--- config.mk ---
export PLATFORM = sky130hd
export DESIGN_NAME = pfrc_seq
export DESIGN_NICKNAME = d
export VERILOG_FILES = /design/src/hw/rtl/pfrc_pkg.sv /design/src/hw/rtl/pfrc_seq.sv
export VERILOG_INCLUDE_DIRS = /design/src /design/src/hw/rtl
export SDC_FILE = /design/constraint.sdc
export NUM_CORES = 1
export LEC_CHECK = 0
export ABC_AREA = 1
export BUFFER_PORTS_ARGS = -buffer_cell sky130_fd_sc_hd__buf_4
export CORE_ASPECT_RATIO = 0.5
export CORE_MARGIN = 3
export CORE_UTILIZATION = 40
export DETAILED_ROUTE_END_ITERATION = 6
export PLACE_DENSITY = 0.61
export SETUP_SLACK_MARGIN = 0.5
export SLEW_MARGIN = 20
export SYNTH_ARGS = -nofsm -noshare
export SYNTH_HDL_FRONTEND = slang
export SYNTH_SLANG_ARGS = --single-unit
--- constraint.sdc ---
create_clock -name clock -period 2.15 [get_ports clock]
set_input_delay 0.215 -clock clock [delete_from_list [all_inputs] [get_ports clock]]
set_output_delay 0.215 -clock clock [all_outputs]
set_load 0.01 [all_outputs]
--- src/hw/rtl/page_framebuffer_rect_clear_top_assert.svh ---
// Assertion macros shared by the framebuffer modules.
// In synthesis builds every macro expands to nothing.
`ifndef PAGE_FRAMEBUFFER_RECT_CLEAR_TOP_ASSERT_SVH
`define PAGE_FRAMEBUFFER_RECT_CLEAR_TOP_ASSERT_SVH
`ifndef SYNTHESIS
// Same-cycle implication, checked at every rising edge outside reset.
`define PFRC_ASSERT_IMPL(lbl, clk, rst, ante, cons, msg) \
   lbl: assert property (@(posedge clk) disable iff (rst) (ante) |-> (cons)) \
      else $error(msg);
// Next-cycle implication, checked at every rising edge outside reset.
`define PFRC_ASSERT_NEXT(lbl, clk, rst, ante, cons, msg) \
   lbl: assert property (@(posedge clk) disable iff (rst) (ante) |=> (cons)) \
      else $error(msg);
`else
`define PFRC_ASSERT_IMPL(lbl, clk, rst, ante, cons, msg)
`define PFRC_ASSERT_NEXT(lbl, clk, rst, ante, cons, msg)
`endif
`endif

--- src/hw/rtl/pfrc_pkg.sv ---
package pfrc_pkg;

   localparam int BYTE_W = 8;

   // Widths that hold a start plus a size without overflow.
   localparam int COL_SUM_W = 9;
   localparam int ROW_SUM_W = 8;

   localparam logic [1:0] MODE_WRITE = 2'd0;
   localparam logic [1:0] MODE_READ  = 2'd1;
   localparam logic [1:0] MODE_CLEAR = 2'd2;

   typedef struct packed {
      logic [1:0]        mode;
      logic [6:0]        column;
      logic [5:0]        row;
      logic [7:0]        width;
      logic [6:0]        height;
      logic [BYTE_W-1:0] write_data;
   } pfrc_req_type;

   typedef struct packed {
      logic [BYTE_W-1:0] read_data;
      logic              done_res;
   } pfrc_rsp_type;

   // Status from the sequencer to the top level.
   typedef struct packed {
      logic              busy;
      logic              done;
      logic [BYTE_W-1:0] read_data;
   } pfrc_stat_type;

endpackage

--- src/hw/rtl/pfrc_seq.sv ---
`include "page_framebuffer_rect_clear_top_assert.svh"

module pfrc_seq #(
   parameter int COLUMNS = 128,
   parameter int PAGES = 8,
   localparam int DEPTH = COLUMNS * PAGES,
   localparam int AW = $clog2(DEPTH)
) (
   input  logic                          clock,
   input  logic                          reset,
   input  logic                          accept,
   input  pfrc_pkg::pfrc_req_type        req,
   output pfrc_pkg::pfrc_stat_type       stat,
   output logic                          ram_we,
   output logic [AW-1:0]                 ram_waddr,
   output logic [pfrc_pkg::BYTE_W-1:0]   ram_wdata,
   output logic                          ram_re,
   output logic [AW-1:0]                 ram_raddr,
   input  logic [pfrc_pkg::BYTE_W-1:0]   ram_rdata
);
   import pfrc_pkg::*;

   localparam int ROWS = PAGES * 8;
   localparam int PW = (PAGES > 1) ? $clog2(PAGES) : 1;
   localparam int CIW = $clog2(COLUMNS);

   localparam logic [2:0] S_INIT = 3'd0;
   localparam logic [2:0] S_IDLE = 3'd1;
   localparam logic [2:0] S_BYTE = 3'd2;
   localparam logic [2:0] S_CRD  = 3'd3;
   localparam logic [2:0] S_CWR  = 3'd4;
   localparam logic [2:0] S_DONE = 3'd5;

   logic [2:0]           state_ff, state_in;
   logic [AW-1:0]        init_ff, init_in;
   logic [1:0]           mode_ff, mode_in;
   logic                 inside_ff, inside_in;
   logic [PW-1:0]        page_ff, page_in;
   logic [PW-1:0]        last_page_ff, last_page_in;
   logic [CIW-1:0]       col_ff, col_in;
   logic [CIW-1:0]       col0_ff, col0_in;
   logic [COL_SUM_W-1:0] cend_ff, cend_in;
   logic [5:0]           row_ff, row_in;
   logic [ROW_SUM_W-1:0] rend_ff, rend_in;
   logic [BYTE_W-1:0]    wdata_ff, wdata_in;

   logic [COL_SUM_W-1:0] col_sum_c, cend_c;
   logic [ROW_SUM_W-1:0] row_sum_c, rend_c, row_idx;
   logic                 rect_ok_c, inside_c, last_col_c;
   logic [BYTE_W-1:0]    mask_c;
   logic [AW-1:0]        addr_c;

   // Clipped rectangle bounds, exclusive at the right and bottom.
   always_comb begin
      col_sum_c = COL_SUM_W'(req.column) + COL_SUM_W'(req.width);
      cend_c = (col_sum_c > COL_SUM_W'(COLUMNS)) ? COL_SUM_W'(COLUMNS) : col_sum_c;
      row_sum_c = ROW_SUM_W'(req.row) + ROW_SUM_W'(req.height);
      rend_c = (row_sum_c > ROW_SUM_W'(ROWS)) ? ROW_SUM_W'(ROWS) : row_sum_c;
      rect_ok_c = (COL_SUM_W'(req.column) < COL_SUM_W'(COLUMNS)) &&
                  (ROW_SUM_W'(req.row) < ROW_SUM_W'(ROWS)) &&
                  (req.width != 8'd0) && (req.height != 7'd0);
      inside_c = (COL_SUM_W'(req.column) < COL_SUM_W'(COLUMNS)) &&
                 (ROW_SUM_W'(req.row[5:3]) < ROW_SUM_W'(PAGES));
   end

   // A bit of the current page byte is cleared when its pixel row lies
   // inside the rectangle.
   always_comb begin
      row_idx = '0;
      for (int b = 0; b < BYTE_W; b++) begin
         row_idx = ROW_SUM_W'({page_ff, 3'(b)});
         mask_c[b] = (row_idx >= ROW_SUM_W'(row_ff)) && (row_idx < rend_ff);
      end
   end

   assign addr_c = AW'(int'(page_ff) * COLUMNS + int'(col_ff));
   assign last_col_c = ((COL_SUM_W'(col_ff) + COL_SUM_W'(1)) == cend_ff);

   always_comb begin
      state_in = state_ff;
      init_in = init_ff;
      mode_in = mode_ff;
      inside_in = inside_ff;
      page_in = page_ff;
      last_page_in = last_page_ff;
      col_in = col_ff;
      col0_in = col0_ff;
      cend_in = cend_ff;
      row_in = row_ff;
      rend_in = rend_ff;
      wdata_in = wdata_ff;
      ram_we = 1'b0;
      ram_re = 1'b0;
      ram_waddr = addr_c;
      ram_raddr = addr_c;
      ram_wdata = wdata_ff;

      unique case (state_ff)
         S_INIT: begin
            ram_we = 1'b1;
            ram_waddr = init_ff;
            ram_wdata = '0;
            if (init_ff == AW'(DEPTH - 1)) begin
               state_in = S_IDLE;
            end else begin
               init_in = init_ff + AW'(1);
            end
         end
         S_IDLE, S_DONE: begin
            if (accept) begin
               mode_in = req.mode;
               inside_in = inside_c;
               page_in = PW'(req.row >> 3);
               last_page_in = PW'((rend_c - ROW_SUM_W'(1)) >> 3);
               col_in = CIW'(req.column);
               col0_in = CIW'(req.column);
               cend_in = cend_c;
               row_in = req.row;
               rend_in = rend_c;
               wdata_in = req.write_data;
               if (req.mode == MODE_CLEAR) begin
                  state_in = rect_ok_c ? S_CRD : S_DONE;
               end else begin
                  state_in = S_BYTE;
               end
            end else begin
               state_in = S_IDLE;
            end
         end
         S_BYTE: begin
            ram_we = (mode_ff == MODE_WRITE) && inside_ff;
            ram_re = (mode_ff == MODE_READ) && inside_ff;
            state_in = S_DONE;
         end
         S_CRD: begin
            ram_re = 1'b1;
            state_in = S_CWR;
         end
         S_CWR: begin
            ram_we = 1'b1;
            ram_wdata = ram_rdata & ~mask_c;
            state_in = S_CRD;
            if (last_col_c) begin
               col_in = col0_ff;
               if (page_ff == last_page_ff) begin
                  state_in = S_DONE;
               end else begin
                  page_in = page_ff + PW'(1);
               end
            end else begin
               col_in = col_ff + CIW'(1);
            end
         end
         default: begin
            state_in = S_IDLE;
         end
      endcase
   end

   always_ff @(posedge clock) begin
      if (reset) begin
         state_ff <= S_INIT;
         init_ff <= '0;
      end else begin
         state_ff <= state_in;
         init_ff <= init_in;
      end
   end

   always_ff @(posedge clock) begin
      mode_ff <= mode_in;
      inside_ff <= inside_in;
      page_ff <= page_in;
      last_page_ff <= last_page_in;
      col_ff <= col_in;
      col0_ff <= col0_in;
      cend_ff <= cend_in;
      row_ff <= row_in;
      rend_ff <= rend_in;
      wdata_ff <= wdata_in;
   end

   always_comb begin
      stat.busy = !((state_ff == S_IDLE) || (state_ff == S_DONE));
      stat.done = (state_ff == S_DONE);
      stat.read_data = ((mode_ff == MODE_READ) && inside_ff) ? ram_rdata : '0;
   end

   `PFRC_ASSERT_IMPL(a_clear_wb_addr, clock, reset, state_ff == S_CWR, ram_waddr == $past(ram_raddr), "clear write-back does not hit the byte just read")
   `PFRC_ASSERT_IMPL(a_clear_bounds, clock, reset, (state_ff == S_CRD) || (state_ff == S_CWR), (page_ff <= last_page_ff) && (COL_SUM_W'(col_ff) < cend_ff), "clear walk left its rectangle")
   `PFRC_ASSERT_NEXT(a_init_no_read, clock, reset, state_ff == S_INIT, (state_ff == S_INIT) || (state_ff == S_IDLE), "init sweep left without reaching idle")

endmodule

==> flow_summary.yaml <==
status:
  status: "complete, but fails checks"
  violations: "setup timing"
synthesis:
  synth_cell_type_count: 42
  synth_fa_ha_area_share_pct: 7.866
  synth.area.mux_share_pct: 0
  synthXorXnorAreaFrac_pct: 3.644
  yosysSeqAreaShare_pct: 42.80
  synth-simple-area-share_pct: 27.13
  syn_avg_cell_area_um2: 7.910
  ys_ff_latch: 66
  synth_ff_type: "edfxtp_1"
  synthArstFlopShare_pct: 0
  synth_top_area_share_pct: 36.78
  yosysTopAreaCell: "edfxtp_1"
  synth_top_family_by_area: "simple AND/OR/NAND/NOR gates"
  synth_compound_area_share_pct: 9.890
  synth_edf_count: 53
  netlist_area_um2: 4327
  syn_inst: 547
  yosysWarnings: 0
  synth_area_leaders: "edfxtp_1 37%, nand2_1 12%, inv_1 7.4%"
floorplan:
  die_w_um: 153.1
  start_util_pct: 41.69
  die_h_um: 79.54
  io_pins: 89
  dieArea_um2: 12180
  row_count: 26
  coreArea_um2: 10380
timing:
  max_freq_mhz: 448.1
  slew_violations: 0
  setup_viol: 8
  fin_worst_skew_ns: 0.007614
  tns_ns: -0.4671
  rsz0062_at_grt: "yes"
  fin_crit_sh_pct: 103.8
  timing_hold_violations_final: 0
  worst_pin_slew_ns: 0.5304
  relSlewSlack_pct: 64.26
  fin_ws_ns: -0.08171
  fin_crit_ns: 2.232
layout:
  final_nets: 780
  diodes: 0
  syn2layout_area_growth_pct: 55.41
  drive_gt1_share_pct: 44.79
  fillers: 865
clocking:
  htree_levels: 3
  cts_buffers: 9
  clock-sinks: 66
  postCtsHoldBufs: 0
  clk_latency_ns: 0.34
  cts_tree: "done"
  clockBufferDepth: 2
  cts-root-buf: "clkbuf_16"
  clkTransAtPathRegs_ns: 0.06
pwr:
  sequentialPowerShare_pct: 40.8
  power_density_nw_per_um2: 524.6
  p_int_uw: 2605
  peakVddDrop_mv: 0.3577
  leakagePower_uw: 0.002981
  p_sw_share_pct: 26.15
  combPwrFrac_pct: 20.1
  p_switching_uw: 922.6
  p_clk_share_pct: 39.1
  power_uw: 3527
detailed_routing:
  drtIter0Drc: 223
  routed_via_density: 4.999
  routed_wl_um: 12090
  wl_per_cell_um: 14.22
  antenna_left: 0
  num_vias: 4249
  drc: 0
  dr.pass1.iters: 5
placed_design:
  gp_congestion: 0.8868
  place_ws_ns: -0.1422
  portBuffers: 88
  dpl.hpwl_um: 8614
global_route:
  grtUsageTotal_pct: 18.65
  grt_max_degree: 43
  antenna_found_initial: 0
  grt_pass1_vias: 3823
  grt_pass1_wl_um: 18060
  grt-ovfl-total: 0
critical_path:
  endpoint_kind: "output port"
  max_stage_delay_ns: 0.45
  path_cells: "ha_1 > nand4_1 > or2_4 > o211ai_1 > nand3_1 > nand2_2 > buf_6"
  worst_setup_path_start_kind: "flip-flop"
  path_class: "reg -> out"
  cp_max_fo: 3
  slowest_stage: "edfxtp_1"
  crit_arrival_ns: 2.02
  required_ns: 1.93
worst_hold_path:
  hold_path_class: "in -> reg"
job:
  maxCapViolCount: 0
==> cells in the mapped netlist (all sizes together) (8+ instances only) <==
cell,instances
a21oi,28
nand4,15
dfxtp,13
xnor2,8
nor2,46
ha,24
xor2,10
edfxtp,53
nor3,9
nand3,49
o21ai,30
nand2,136
inv,91
==> metal layers <==
| layer | up-vias | share of wire [%] | global-route usage [%] |
|---|---|---|---|
| met4 | 0 | 1.2 | 5.067 |
| met3 | 12 | 4.3 | 4.764 |
| met5 | - | 0 | 0 |
| met2 | 82 | 50 | 33.07 |
| li1 | 2146 | - | - |
| met1 | 2009 | 44 | 22.83 |
==> stage by stage <==
| stage | std cells | hold WS, ns | area [um2] | util, % |
|---|---|---|---|---|
| after detailed placement | 789 | 0.3944 | 5393 | 51.97 |
| after global routing | 850 | 0.04292 | 6724 | 64.79 |
| after global placement | 789 | 0.3937 | 5393 | 51.97 |
| after floorplan | 548 | 0.3139 | 4428 | - |
| after CTS | 821 | 0.04288 | 6036 | 58.16 |
| final | 850 | 0.05205 | 6724 | 64.79 |
==> path summary, 6_finish.rpt <==
check	start	to	slack, ns	depth (start not counted)
max	page_ff[2]$_DFFE_PP_	ram_wdata[0]	-0.08	7
min	req[1]	wdata_ff[1]$_DFFE_PP_	0.05	1
max reg2reg	col_ff[0]$_DFFE_PP_	col_ff[5]$_DFFE_PP_	0.11	11
min reg2reg	init_ff[9]$_SDFFE_PP0P_	init_ff[9]$_SDFFE_PP0P_	0.49	2
==> flip-flops by register name, indices dropped and copies added (netlist names) <==
| register | flops |
|---|---|
| init_ff | 10 |
| cend_ff | 9 |
| rend_ff | 8 |
| wdata_ff | 8 |
| col0_ff | 7 |
| col_ff | 7 |
| row_ff | 6 |
| last_page_ff | 3 |
| page_ff | 3 |
| state_ff | 3 |
| mode_ff | 2 |
==> final cells by class <==
class | instances | area [um2] | share of cell area [%]
inverters | 92 | 376.6 | 5.601
flip-flops and latches | 66 | 1866 | 27.74
multi-input cells | 384 | 2741 | 40.77
clock buffers | 14 | 265.3 | 3.945
well taps | 140 | 175.2 | 2.605
clock inverters | 2 | 11.26 | 0.1675
repair buffers | 152 | 1289 | 19.17
==> power groups by stage <==
stage               clock network, uW  registers, uW  logic [uW]
global route                     1440           1440         779
global placement                    0           1460         533
finish                           1380           1440         709
CTS                              1400           1430         594
floorplan                           0           1460         320
detailed placement                  0           1460         542
==> kinds of logic (layout without fill, tap and decap cells) <==
logic type                 count (synthesis)  in the layout
AOI/OAI and AO/OA                         75             75
xor gates and xnor gates                  18             18
adders and majority gates                 26             26
buffers and inverters                     98            260
DFF                                       66             66
other                                      1              2
and+or+nand+nor                          263            263
==> repair_timing <==
action / in CTS / in global routing
buffers inserted: 16 / 28
endpoints found under the setup margin: 54 / 55
cloned: 0 / 1
resized for setup: 68 / 129
hold endpoints to repair: 0 / 0
pin swaps: 42 / 51
==> worst max-delay path: cells and delay by family (launching register included) <==
| kind | cells | cell delay (ns) |
|---|---|---|
| AND/OR/NAND/NOR | 4 | 0.59 |
| flip-flops | 1 | 0.45 |
| adder cells (fa/ha/maj) | 1 | 0.33 |
| AO/OA/AOI/OAI | 1 | 0.22 |
| buffers and inverters | 1 | 0.10 |
==> layout by cell type, fill, tap and decap left out, types with 4 or more instances in the layout <==
| cell type | netlist | layout |
|---|---|---|
| nand2_2 | 2 | 29 |
| nor2_4 | 2 | 9 |
| clkbuf_1 | 3 | 4 |
| nand3_1 | 48 | 24 |
| a21oi_1 | 27 | 19 |
| buf_6 | 0 | 26 |
| buf_4 | 0 | 120 |
| ha_1 | 24 | 17 |
| ha_4 | 0 | 4 |
| nor3_1 | 9 | 4 |
| nor2_1 | 41 | 31 |
| inv_2 | 6 | 15 |
| xnor2_1 | 8 | 6 |
| o211ai_1 | 6 | 6 |
| a21oi_2 | 1 | 9 |
| inv_1 | 85 | 70 |
| o21ai_1 | 3 | 6 |
| nand2_4 | 1 | 12 |
| nand3_4 | 0 | 6 |
| nand2_1 | 133 | 94 |
| buf_8 | 0 | 5 |
| o21ai_2 | 0 | 11 |
| edfxtp_1 | 53 | 53 |
| xor2_1 | 10 | 7 |
| nor2_2 | 2 | 5 |
| clkbuf_16 | 0 | 10 |
| nor3_2 | 0 | 4 |
| nand3_2 | 1 | 19 |
| dfxtp_2 | 0 | 5 |
| dfxtp_1 | 13 | 6 |
| o21ai_0 | 27 | 11 |
| nand4_1 | 15 | 15 |
Note: power is estimated with default switching activity, not from simulation.
